==> src/design/tpq_pkg.sv <==
// Package for the typed pending queue: field widths, operation and status
// codes, compare opcodes and the packed slot layout. No dependencies.
`default_nettype none

package tpq_pkg;

  localparam int TYPE_W    = 3;
  localparam int SOURCE_W  = 15;
  localparam int HANDLE_W  = 32;
  localparam int OUT_SRC_W = 16;
  localparam int OCC_W     = 5;

  // Type codes 1..NUM_TYPES are valid; fixed by the 3-bit type field.
  localparam int NUM_TYPES = 7;
  localparam int TIDX_W    = $clog2(NUM_TYPES);

  localparam int DEPTH_DEF = 16;

  localparam logic signed [OUT_SRC_W-1:0] SOURCE_NONE = -16'sd1;

  typedef enum logic [1:0] {
    FUNC_ADD   = 2'd0,
    FUNC_TAKE  = 2'd1,
    FUNC_QUERY = 2'd2,
    FUNC_NONE  = 2'd3
  } func_t;

  typedef enum logic [1:0] {
    ST_OK      = 2'd0,
    ST_INVALID = 2'd1,
    ST_NOMATCH = 2'd2,
    ST_FULL    = 2'd3
  } status_t;

  typedef enum logic {
    CMP_EQ = 1'b0,
    CMP_GT = 1'b1
  } cmp_op_t;

  typedef struct packed {
    logic [TYPE_W-1:0]   slot_type;
    logic [SOURCE_W-1:0] slot_source;
    logic [HANDLE_W-1:0] slot_uri;
    logic [HANDLE_W-1:0] slot_separator;
  } slot_t;

endpackage

`default_nettype wire

==> src/design/tpq_ram.sv <==
// Generic simple dual-port RAM: one write port, one read port, registered read.
// No dependencies.
`default_nettype none

module tpq_ram #(
  parameter int WIDTH = 8,
  parameter int DEPTH = 16
) (
  input  wire logic                     clk,
  input  wire logic                     wr_en,
  input  wire logic [$clog2(DEPTH)-1:0] wr_addr,
  input  wire logic [WIDTH-1:0]         wr_data,
  input  wire logic                     rd_en,
  input  wire logic [$clog2(DEPTH)-1:0] rd_addr,
  output logic      [WIDTH-1:0]         rd_data
);

  logic [WIDTH-1:0] mem [DEPTH];

  always_ff @(posedge clk) begin
    if (wr_en) begin
      mem[wr_addr] <= wr_data;
    end
    if (rd_en) begin
      rd_data <= mem[rd_addr];
    end
  end

endmodule

`default_nettype wire

==> src/design/tpq_cmp.sv <==
// Shared compare unit: type equality during a take search, count
// greater-than during a query scan. Depends on tpq_pkg.
`default_nettype none

module tpq_cmp
  import tpq_pkg::*;
#(
  parameter int W = 8
) (
  input  wire cmp_op_t        op,
  input  wire logic [W-1:0]   a,
  input  wire logic [W-1:0]   b,
  output logic                hit
);

  always_comb begin
    case (op)
      CMP_EQ:  hit = (a == b);
      CMP_GT:  hit = (a > b);
      default: hit = 1'b0;
    endcase
  end

endmodule

`default_nettype wire

==> src/design/typed_pending_queue.sv <==
// Typed pending queue top level: sequencer, slot RAM, per-type counters.
// Depends on tpq_pkg, tpq_ram and tpq_cmp.
//
// Job channel (job_valid / job_stall): one transaction carries func, job_type,
// source_id, uri_handle and separator_handle. Add appends a job, take removes
// the oldest job of job_type and closes the gap, query reports the type with
// the most waiting jobs (lowest type on ties, 0 if none).
// Result channel (result_valid / result_stall): exactly one result transaction
// per job transaction, in order: status, out_type, out_source, out_uri,
// out_separator and occupancy after the operation.
// Timing: one operation at a time; job_stall is high from acceptance until the
// result is loaded into the output register. Add, invalid type and unused func
// go straight to the finish state. Query compares one counter a cycle. Take
// uses one RAM read and one write port, so the search walks one slot a cycle
// and the compaction moves one slot a cycle.
// Reset: synchronous, active high; clears occupancy and the type counters. The
// slot RAM is not cleared (only slots below the occupancy are read), so a job
// is accepted in the first cycle after reset.
// Backpressure: while result_stall is high a finished result waits in the output
// register; the next operation completes and holds in its final state until
// the output register frees up.
`default_nettype none

module typed_pending_queue
  import tpq_pkg::*;
#(
  parameter int DEPTH = DEPTH_DEF
) (
  input  wire logic                        clk,
  input  wire logic                        rst,

  input  wire logic                        job_valid,
  output logic                             job_stall,
  input  wire logic [1:0]                  func,
  input  wire logic [TYPE_W-1:0]           job_type,
  input  wire logic [SOURCE_W-1:0]         source_id,
  input  wire logic [HANDLE_W-1:0]         uri_handle,
  input  wire logic [HANDLE_W-1:0]         separator_handle,

  output logic                             result_valid,
  input  wire logic                        result_stall,
  output logic [1:0]                       status,
  output logic [TYPE_W-1:0]                out_type,
  output logic signed [OUT_SRC_W-1:0]      out_source,
  output logic [HANDLE_W-1:0]              out_uri,
  output logic [HANDLE_W-1:0]              out_separator,
  output logic [OCC_W-1:0]                 occupancy
);

  localparam int AW     = $clog2(DEPTH);
  localparam int FILL_W = $clog2(DEPTH + 1);
  localparam int CNT_W  = FILL_W;
  localparam int CMP_W  = (CNT_W > TYPE_W) ? CNT_W : TYPE_W;

  typedef enum logic [4:0] {
    S_IDLE   = 5'b00001,
    S_SEARCH = 5'b00010,
    S_SHIFT  = 5'b00100,
    S_QUERY  = 5'b01000,
    S_FINISH = 5'b10000
  } state_t;

  state_t state;

  // Control registers
  logic [FILL_W-1:0] fill;
  logic [CNT_W-1:0]  cnt [NUM_TYPES];
  logic [FILL_W-1:0] rd_ptr;     // next slot to read in search
  logic              pend;       // read data in flight for search
  logic [AW-1:0]     pend_idx;
  logic [FILL_W-1:0] sp;         // next slot to read in compaction
  logic              wpend;      // compaction write pending
  logic [AW-1:0]     waddr;
  logic [TIDX_W-1:0] qidx;

  // Operation payload
  logic [TYPE_W-1:0] jt;
  logic [TYPE_W-1:0] best;
  logic [CNT_W-1:0]  best_cnt;

  // Pending result
  status_t                      res_status;
  logic [TYPE_W-1:0]            res_type;
  logic signed [OUT_SRC_W-1:0]  res_source;
  logic [HANDLE_W-1:0]          res_uri;
  logic [HANDLE_W-1:0]          res_sep;

  // RAM ports
  logic          wr_en;
  logic [AW-1:0] wr_addr;
  slot_t         wr_data;
  logic          rd_en;
  logic [AW-1:0] rd_addr;
  slot_t         rd_data;

  // Shared compare unit
  cmp_op_t           cmp_op;
  logic [CMP_W-1:0]  cmp_a;
  logic [CMP_W-1:0]  cmp_b;
  logic              cmp_hit;

  logic [TIDX_W-1:0] cnt_addr;
  logic [CNT_W-1:0]  cnt_rd;
  logic [TIDX_W-1:0] jt_idx;
  logic [TIDX_W-1:0] in_idx;
  logic              in_type_ok;
  logic              full;
  logic              out_free;
  logic              add_ok;
  logic              q_last;

  assign job_stall  = (state != S_IDLE);
  assign out_free   = !result_valid || !result_stall;
  assign full       = (fill == FILL_W'(DEPTH));
  assign in_type_ok = (job_type != '0) && (job_type <= TYPE_W'(NUM_TYPES));
  assign in_idx     = TIDX_W'(job_type - TYPE_W'(1));
  assign jt_idx     = TIDX_W'(jt - TYPE_W'(1));
  assign add_ok     = (state == S_IDLE) && job_valid && (func_t'(func) == FUNC_ADD)
                      && in_type_ok && !full;
  assign q_last     = (qidx == TIDX_W'(NUM_TYPES - 1));

  // Single read port on the counter file
  always_comb begin
    case (state)
      S_IDLE:  cnt_addr = in_idx;
      S_QUERY: cnt_addr = qidx;
      default: cnt_addr = jt_idx;
    endcase
  end
  assign cnt_rd = cnt[cnt_addr];

  always_comb begin
    if (state == S_QUERY) begin
      cmp_op = CMP_GT;
      cmp_a  = CMP_W'(cnt_rd);
      cmp_b  = CMP_W'(best_cnt);
    end else begin
      cmp_op = CMP_EQ;
      cmp_a  = CMP_W'(rd_data.slot_type);
      cmp_b  = CMP_W'(jt);
    end
  end

  tpq_cmp #(
    .W (CMP_W)
  ) u_cmp (
    .op  (cmp_op),
    .a   (cmp_a),
    .b   (cmp_b),
    .hit (cmp_hit)
  );

  // RAM port steering: appends from idle, search reads, compaction reads/moves
  always_comb begin
    wr_en   = 1'b0;
    wr_addr = fill[AW-1:0];
    wr_data = '{slot_type:      job_type,
                slot_source:    source_id,
                slot_uri:       uri_handle,
                slot_separator: separator_handle};
    if (add_ok) begin
      wr_en = 1'b1;
    end else if ((state == S_SHIFT) && wpend) begin
      wr_en   = 1'b1;
      wr_addr = waddr;
      wr_data = rd_data;
    end

    rd_en   = 1'b0;
    rd_addr = rd_ptr[AW-1:0];
    if (state == S_SEARCH) begin
      rd_en = !(pend && cmp_hit) && (rd_ptr < fill);
    end else if (state == S_SHIFT) begin
      rd_en   = (sp < fill);
      rd_addr = sp[AW-1:0];
    end
  end

  tpq_ram #(
    .WIDTH ($bits(slot_t)),
    .DEPTH (DEPTH)
  ) u_slots (
    .clk     (clk),
    .wr_en   (wr_en),
    .wr_addr (wr_addr),
    .wr_data (wr_data),
    .rd_en   (rd_en),
    .rd_addr (rd_addr),
    .rd_data (rd_data)
  );

  // Sequencer
  always_ff @(posedge clk) begin
    if (rst) begin
      state        <= S_IDLE;
      fill         <= '0;
      pend         <= 1'b0;
      wpend        <= 1'b0;
      result_valid <= 1'b0;
      for (int t = 0; t < NUM_TYPES; t++) begin
        cnt[t] <= '0;
      end
    end else begin
      // Output register: load from finish, drop once the receiver takes it
      if ((state == S_FINISH) && out_free) begin
        result_valid <= 1'b1;
      end else if (!result_stall) begin
        result_valid <= 1'b0;
      end

      case (state)
        S_IDLE: begin
          if (job_valid) begin
            jt         <= job_type;
            res_type   <= '0;
            res_source <= SOURCE_NONE;
            res_uri    <= '0;
            res_sep    <= '0;
            case (func_t'(func))
              FUNC_ADD: begin
                if (!in_type_ok) begin
                  res_status <= ST_INVALID;
                end else if (full) begin
                  res_status <= ST_FULL;
                end else begin
                  res_status     <= ST_OK;
                  fill           <= fill + FILL_W'(1);
                  cnt[in_idx]    <= cnt_rd + CNT_W'(1);
                end
                state <= S_FINISH;
              end
              FUNC_TAKE: begin
                if (!in_type_ok) begin
                  res_status <= ST_INVALID;
                  state      <= S_FINISH;
                end else begin
                  res_status <= ST_OK;
                  rd_ptr     <= '0;
                  pend       <= 1'b0;
                  state      <= S_SEARCH;
                end
              end
              FUNC_QUERY: begin
                res_status <= ST_OK;
                qidx       <= '0;
                best       <= '0;
                best_cnt   <= '0;
                state      <= S_QUERY;
              end
              default: begin
                res_status <= ST_OK;
                state      <= S_FINISH;
              end
            endcase
          end
        end

        // Walk slots oldest first; data for pend_idx arrives this cycle
        S_SEARCH: begin
          if (pend && cmp_hit) begin
            res_type   <= jt;
            res_source <= OUT_SRC_W'(rd_data.slot_source);
            res_uri    <= rd_data.slot_uri;
            res_sep    <= rd_data.slot_separator;
            sp         <= FILL_W'(pend_idx) + FILL_W'(1);
            wpend      <= 1'b0;
            pend       <= 1'b0;
            state      <= S_SHIFT;
          end else if (rd_ptr >= fill) begin
            res_status <= ST_NOMATCH;
            pend       <= 1'b0;
            state      <= S_FINISH;
          end else begin
            rd_ptr   <= rd_ptr + FILL_W'(1);
            pend     <= 1'b1;
            pend_idx <= rd_ptr[AW-1:0];
          end
        end

        // Move each later slot down by one: read sp, write sp-1 next cycle
        S_SHIFT: begin
          if (sp < fill) begin
            sp    <= sp + FILL_W'(1);
            wpend <= 1'b1;
            waddr <= AW'(sp - FILL_W'(1));
          end else begin
            wpend <= 1'b0;
            if (!wpend) begin
              fill <= fill - FILL_W'(1);
              if (cnt_rd != '0) begin
                cnt[jt_idx] <= cnt_rd - CNT_W'(1);
              end
              state <= S_FINISH;
            end
          end
        end

        // One type counter per cycle; strict greater keeps the lowest type
        S_QUERY: begin
          if (cmp_hit) begin
            best     <= TYPE_W'(qidx) + TYPE_W'(1);
            best_cnt <= cnt_rd;
          end
          if (q_last) begin
            res_type <= cmp_hit ? (TYPE_W'(qidx) + TYPE_W'(1)) : best;
            state    <= S_FINISH;
          end else begin
            qidx <= qidx + TIDX_W'(1);
          end
        end

        S_FINISH: begin
          if (out_free) begin
            status        <= res_status;
            out_type      <= res_type;
            out_source    <= res_source;
            out_uri       <= res_uri;
            out_separator <= res_sep;
            occupancy     <= OCC_W'(fill);
            state         <= S_IDLE;
          end
        end

        default: begin
          state <= S_IDLE;
        end
      endcase
    end
  end

  // Checks
  a_fill_bound: assert property (@(posedge clk) disable iff (rst)
    fill <= FILL_W'(DEPTH))
    else $error("occupancy above depth");

  a_result_from_finish: assert property (@(posedge clk) disable iff (rst)
    $rose(result_valid) |-> $past(state == S_FINISH))
    else $error("result loaded outside finish state");

  a_fill_change: assert property (@(posedge clk) disable iff (rst)
    (fill != $past(fill)) |-> ($past(state == S_IDLE) || $past(state == S_SHIFT)))
    else $error("occupancy changed outside add or take");

  a_pend_search: assert property (@(posedge clk) disable iff (rst)
    pend |-> (state == S_SEARCH))
    else $error("search read pending outside search");

endmodule

`default_nettype wire
==> config.mk <==
export PLATFORM = sky130hd
export DESIGN_NAME = typed_pending_queue
export DESIGN_NICKNAME = d
export VERILOG_FILES = /design/src/design/tpq_pkg.sv /design/src/design/tpq_ram.sv /design/src/design/tpq_cmp.sv /design/src/design/typed_pending_queue.sv
export SDC_FILE = /design/constraint.sdc
export NUM_CORES = 2
export LEC_CHECK = 0
export ABC_AREA = 1
export BUFFER_PORTS_ARGS = -buffer_cell sky130_fd_sc_hd__buf_4
export CORE_ASPECT_RATIO = 1.1
export CORE_MARGIN = 1.5
export CORE_UTILIZATION = 30
export CTS_CLUSTER_SIZE = 20
export DETAILED_ROUTE_END_ITERATION = 10
export SLEW_MARGIN = 40
export SYNTH_ARGS = -nofsm -noshare
export SYNTH_HDL_FRONTEND = slang
export SYNTH_SLANG_ARGS = --single-unit
==> constraint.sdc <==
create_clock -name clk -period 10.7 [get_ports clk]
set_input_delay 0.535 -clock clk [delete_from_list [all_inputs] [get_ports clk]]
set_output_delay 0.535 -clock clk [all_outputs]
set_load 0.02 [all_outputs]
# Word level (Yosys, flattened, before mapping)
# Memory sizes are Yosys's and may differ from the RTL's. A register that Yosys moved wholly into a read port is not among the register bits.
# Cells that the tools add are included.
[classes] addsub=11 multipliers=0 div_mod_pow=0 order_cmp=5 eq_ne=30 n_shift=0 muxes=105 n_bitwise=4 reduce_logical=40
[op_table] operator="$mux 82" n=2
[op_table] operator="$mux 5" n=28
[op_table] operator="$pmux 32 s2" n=2
[op_table] operator="$mux 32" n=3
[op_table] operator="$pmux 5 s2" n=5
[op_table] operator="$mux 1" n=34
[op_table] operator="$mux 16" n=2
[op_table] operator="$pmux 16 s2" n=1
[op_table] operator="$mux 3" n=9
[op_table] operator="$pmux 5 s5" n=1
[op_table] operator="$ne 2x2->1 const B" n=11
[op_table] operator="$add 5x1->5 const B" n=4
[op_table] operator="$reduce_and 4->1" n=5
[op_table] operator="$reduce_and 5->1" n=4
[op_table] operator="$pmux 3 s2" n=3
[op_table] operator="$mux 4" n=4
[op_table] operator="$ne 2x1->1 const B" n=7
[op_table] operator="$reduce_and 7->1" n=2
[op_table] operator="$eq 5x5->1 const B" n=2
[op_table] operator="$lt 5x5->1" n=2
[op_table] operator="$mux 2" n=5
[op_table] operator="$reduce_or 5->1" n=2
[op_table] operator="$sub 5x1->5 const B" n=2
[op_table] operator="$logic_and 1x1->1" n=9
[op_table] operator="30 further kinds" n=46
[word_totals] ff_bits=220 latch_bits=0 ramBits=1347 romBits=0 inputBits=88 out_inout_bits=92 wordCells=221 mem_count=2
[mem_list] memory="u_slots.mem" depth=16 word_bits=82 read_ports=1 rd_clocked_by_memory_dff=1 wr=1 line_no="tpq_ram.sv:18" source="logic [WIDTH-1:0] mem [DEPTH];"
[mem_list] memory="cnt" depth=7 word_bits=5 read_ports=1 rd_clocked_by_memory_dff=0 wr=7 line_no="typed_pending_queue.sv:67" source="logic [CNT_W-1:0] cnt [NUM_TYPES];"

# Logic depth before layout (Yosys ltp)
# An unclocked memory read counts as a cell.
[logic_depth] depth_word=12 ltp_mapped=27

# Cells and area by module
# A second synthesis with hierarchy kept.
[unflattened] hier_cells=6568 area_unflattened_um2=70939.3
[modules_own_cells] module="tpq_ram" instances=1 cells_per_inst=5386 area_each_um2=58896.5 seq_area_each_um2=41860.1
[modules_own_cells] module="typed_pending_queue" instances=1 cells_per_inst=1155 area_each_um2=11890.2 seq_area_each_um2=7627.3
[modules_own_cells] module="tpq_cmp" instances=1 cells_per_inst=27 area_each_um2=152.6 seq_area_each_um2=0.0

# Least setup slack after synthesis
# OpenSTA, ideal clock, no wires.
[synth_path] path_type="input to register" startpoint="input job_type[0]" endpoint="register u_slots.rd_data[0] (read register of u_slots.mem) (enable)" setup_time_ns=0.635 t_arrival_ns=8.667 required_ns=10.065 path_slack_ns=1.398 path_stages=23 path_buffers=0 cell_sequence="inv_1 ha_1 inv_1 nand4_1 o21ai_2 inv_2 o21ai_2 nand3_1 nand3_1 nand2_2 nor2_1 o21bai_1 ha_1 a21oi_1 nand3b_1 o311ai_0 nand2_1 nand2_1 nand2_1 inv_1 nand2_1 nand2_1 o21ai_0"
[synth_between] elab_chain_cells=10 elab_cells_between_ends=11
[synth_lines] element="from (decl)" line_no="typed_pending_queue.sv:35" source="input wire logic [TYPE_W-1:0] job_type,"
[synth_lines] element="$sub 3x1->3 *" line_no="typed_pending_queue.sv:116" source="assign in_idx = TIDX_W'(job_type - TYPE_W'(1));"
[synth_lines] element="$pmux 3 s2 *" line_no="typed_pending_queue.sv:124" source="case (state)"
[synth_lines] element="$mem_v2 7x5 *"
[synth_lines] element="$mux 5 *" line_no="typed_pending_queue.sv:133" source="if (state == S_QUERY) begin"
[synth_lines] element="$gt 5x5->1 / $eq 5x5->1 (equally long branches)" line_no="tpq_cmp.sv:19, tpq_cmp.sv:18"
[synth_lines] element="$pmux 1 s2 *" line_no="tpq_cmp.sv:17" source="case (op)"
[synth_lines] element="$logic_and 1x1->1 *" line_no="typed_pending_queue.sv:172" source="rd_en = !(pend && cmp_hit) && (rd_ptr < fill);"
[synth_lines] element="$logic_not 1->1 *" line_no="typed_pending_queue.sv:172"
[synth_lines] element="$logic_and 1x1->1 *" line_no="typed_pending_queue.sv:172"
[synth_lines] element="$mux 1 *" line_no="typed_pending_queue.sv:171" source="if (state == S_SEARCH) begin"
[synth_lines] element="via rd_en" line_no="typed_pending_queue.sv:92" source="logic rd_en;"
[synth_lines] element="to (decl)" line_no="tpq_ram.sv:15" source="output logic [WIDTH-1:0] rd_data"
# The timed path passes the listed nets; every way through them passes the cells marked *.
# A chain may end at the register's enable or synchronous reset.

# Final worst setup path
[layout_path] startpoint="register state[2]" endpoint="register res_uri[29] (enable)"
[layout_between] elab_chain_cells=9 elab_cells_between_ends=17
[layout_lines] element="from (decl)" line_no="typed_pending_queue.sv:63" source="state_t state;"
[layout_lines] element="from (signal assigned)" line_no="typed_pending_queue.sv:195" source="state <= S_IDLE;"
[layout_lines] element="from (signal assigned)" line_no="typed_pending_queue.sv:230" source="state <= S_FINISH;"
[layout_lines] element="from (signal assigned)" line_no="typed_pending_queue.sv:235" source="state <= S_FINISH;"
[layout_lines] element="$eq 5x4->1 / $eq 5x1->1 (equally long branches)" line_no="typed_pending_queue.sv:124, typed_pending_queue.sv:133, typed_pending_queue.sv:211"
[layout_lines] element="$pmux 3 s2" line_no="typed_pending_queue.sv:124"
[layout_lines] element="$mem_v2 7x5"
[layout_lines] element="$mux 5" line_no="typed_pending_queue.sv:133"
[layout_lines] element="$gt 5x5->1 / $eq 5x5->1 (equally long branches)" line_no="tpq_cmp.sv:19, tpq_cmp.sv:18"
[layout_lines] element="$pmux 1 s2" line_no="tpq_cmp.sv:17"
[layout_lines] element="$logic_and 1x1->1" line_no="typed_pending_queue.sv:260" source="if (pend && cmp_hit) begin"
[layout_lines] element="$ne 2x1->1 (no source line)"
[layout_lines] element="$reduce_and 4->1 (no source line) *"
[layout_lines] element="to (signal assigned)" line_no="typed_pending_queue.sv:263" source="res_uri <= rd_data.slot_uri;"
[layout_lines] element="to (decl)" line_no="typed_pending_queue.sv:85" source="logic [HANDLE_W-1:0] res_uri;"
# Every way passes the cells marked *; elsewhere a longest branch is shown, timed or not.

==> impl_metrics.py <==
metrics = {
    "power": {
        "vdd_drop_max_mv": 0.128,
        "p_leak_uw": 0.0252,
        "power_uw": 14400,
        "powerDensity_mw_per_mm2": 190,
    },
    "yosys": {
        "yosysTopAreaCell": "edfxtp_1",
        "synth_edf_count": 1636,
        "syn_area_per_cell_um2": 13.7,
        "ys_seq_elements": 1654,
        "syn_nets": 4859,
        "yosysUniqueCellTypes": 45,
        "async_flop_share_pct": 0,
        "synthTopCellsByArea": "edfxtp_1 (75%), o21ai_0 (5.2%), nor2_1 (5.2%)",
        "syn-cell-area_mm2": 0.0651,
        "seq_area_frac_synth_pct": 76.0,
        "ys.flop_type": "edfxtp_1",
        "synthCells": 4741,
        "synth_top_area_share_pct": 75.5,
        "ys_warn_count": 0,
    },
    "grt": {
        "grtUsageTotal_pct": 15.1,
        "grt_overflow_total": 0,
        "grt_max_degree": 207,
        "grt_pass1_wl_um": 250000,
        "grt_antenna_before_repair": 18,
        "grt_pass1_vias": 38400,
    },
    "detailed_routing": {
        "drc": 0,
        "drt_first_iter_violations": 3815,
        "via_per_inst": 4.95,
        "first_pass_iters": 7,
        "vias": 39400,
        "wl_per_cell_um": 21.4,
        "drt-total-wl_um": 170000,
        "ant_nets": 0,
    },
    "status": {
        "status": "completed",
    },
    "cts": {
        "numCtsBuffers": 156,
        "clock_path_buffers": 3,
        "htree_levels": 4,
        "clock_latency_ns": 0.81,
        "cts_root_buf": "clkbuf_16",
        "path_clk_slew_ns": 0.06,
        "ctsResizeCount": 0,
        "cts_tree": "built",
        "cts.sinks": 1654,
    },
    "sta": {
        "finalHoldViolCount": 0,
        "drv_slew": 0,
        "setup_slack_ns": 4.54,
        "fin_crit_ns": 6.16,
        "tns_ns": 0,
        "setup_viol": 0,
        "worst_pin_slew_ns": 0.864,
        "max_freq_ghz": 0.162,
        "relSlewSlack_pct": 42.4,
        "rsz0062_at_grt": "no",
        "fin_crit_sh_pct": 57.6,
        "clock_skew_ns": 0.0453,
    },
    "critical_path": {
        "startpoint_type": "register",
        "cp.required_ns": 11.12,
        "cp_data_arrival_time_ns": 6.58,
        "endpoint_kind": "register",
        "crit_fanout": 43,
        "worstSetupPathType": "register to register",
    },
    "floorplan": {
        "die_area_mm2": 0.220,
        "die_y_um": 492,
        "start_util_pct": 30.2,
        "pin_count": 180,
        "die_w_um": 447,
        "core_area_mm2": 0.216,
        "rows": 179,
    },
    "job": {
        "maxCapViolCount": 0,
    },
    "placement": {
        "post-dp-hpwl_um": 87400,
        "place.gp.congestion": 0.850,
        "io_buffers": 179,
        "placed_cell_area_mm2": 0.0706,
        "place_ws_ns": 4.60,
    },
    "final_layout": {
        "post-route-util_pct": 35.0,
        "synthToLayoutAreaGrowth_pct": 16.2,
        "drive_gt1_share_pct": 11.9,
        "finalInstanceArea_mm2": 0.0757,
        "fin_nets": 5067,
    },
    "min_path": {
        "hp-class": "primary input to register",
    },
}
## kinds of logic (layout without fill, tap and decap cells)
kind of cell	after synthesis	in the layout	share of synthesized area (%)
other	0	2	0
XOR/XNOR	15	15	0.202
buffers and inverters	476	803	2.85
AO/OA/AOI/OAI	1062	1062	9.57
flip-flops	1654	1654	76.0
multiplexers	163	163	2.51
adder cells (fa/ha/maj)	30	30	0.588
AND/OR/NAND/NOR	1341	1341	8.27
## Yosys cell counts (3+ instances only)
cell and number:
clkbuf_1 225, edfxtp_1 1636, nand3b_1 5, buf_1 13
o21ai_0 680, nand2_1 233, nor2_2 4, o21ai_2 3
dfxtp_1 18, o21bai_1 3, mux2i_1 163, o21ai_1 3
nor2_1 906, o221ai_1 83, inv_1 168, nor3_1 86
o32ai_1 85, inv_2 15, o22ai_1 164, xnor2_1 6
a21oi_1 29, ha_1 29, nand4_1 11, clkinv_1 3
nor2_4 3, xor2_1 9, nand2_2 5, nand3_1 80
buf_2 50
## cells in the final DEF (no fill, tap or decap), types with 18 or more instances in the layout
cell	instances
edfxtp_1	1636
nor2_1	888
o21ai_0	677
buf_4	294
nand2_1	233
inv_1	167
o22ai_1	164
mux2i_1	163
clkbuf_16	156
o32ai_1	85
nor3_1	85
o221ai_1	83
nand3_1	80
clkbuf_1	42
clkinv_1	36
ha_1	29
a21oi_1	27
nor2_4	21
dfxtp_1	18
buf_6	18
## critical path, cell delays in order (launching register included)
cell and delay [ns]:
dfxtp_1 0.46, nor2_4 0.08, nand3_4 0.23, nand3_1 0.62
nand2_1 0.74, nand2_1 0.14, nand3_1 0.13, nand3_1 0.10
nand2_2 0.16, nor2_1 0.08, o21bai_1 0.17, ha_1 0.29
inv_1 0.05, o311ai_0 0.36, nand2_1 0.11, nand2_1 0.09
nand2_1 0.06, inv_1 0.14, nand2_1 0.10, nand2_1 0.15
inv_1 0.13, nor2_4 0.09, buf_4 0.53, buf_4 0.62
## stage by stage
step / cells / hold slack (ns)
global route: 7965 / 0.0368
global placement: 7668 / 0.403
finish: 7966 / 0.0753
CTS: 7959 / 0.00258
floorplan: 4741 / 0.400
detailed placement: 7678 / 0.405
## what timing repair did
action | 4_1_cts | 5_1_grt
buffers inserted | 0 | 0
hold endpoints to repair | 8 | 0
hold buffers | 4 | 0
## area by class of cell
type                    count  area, µm²
diodes                      2       5.00
clock buffers             199       4080
clock inverters            78        845
fillers                 20700     140000
inverters                 186        733
multi-input cells        2611      14000
flip-flops and latches   1654      49500
well taps                2896       3620
repair buffers            340       2930
## worst paths after layout
kind	start	to	slack, ns	depth (start not counted)
setup / recovery	state[2]	res_uri[29]	4.54	23
hold / removal	func[1]	res_status[0]	0.08	2
setup reg to reg	state[2]	res_uri[29]	4.54	23
hold reg to reg	res_sep[28]	out_separator[28]	0.42	0
## per-layer routing
metal	GRT usage (%)	part of all wire [%]	vias to the layer above
met5	0	0.045	-
met4	5.14	3.0	12
met3	2.44	6.1	290
met2	24.8	49	1321
met1	20.3	42	19800
li1	-	-	18000
## sequential cells by signal (all words and copies together), names as in the netlist, 16 cells and up
signal,flops
u_slots.rd_data,82
out_separator,32
u_slots.mem,1312
cnt,40
res_sep,32
out_source,16
out_uri,32
res_source,16
res_uri,32
## power breakdown
group	total (µW)	leakage [µW]	switching, µW	internal [µW]
clock	5420	0.00238	2440	2990
combinational	1530	0.00796	1090	433
sequential	7430	0.0149	64.0	7360
total	14400	0.0252	3590	10800
Note: power is estimated with default switching activity, not from simulation.
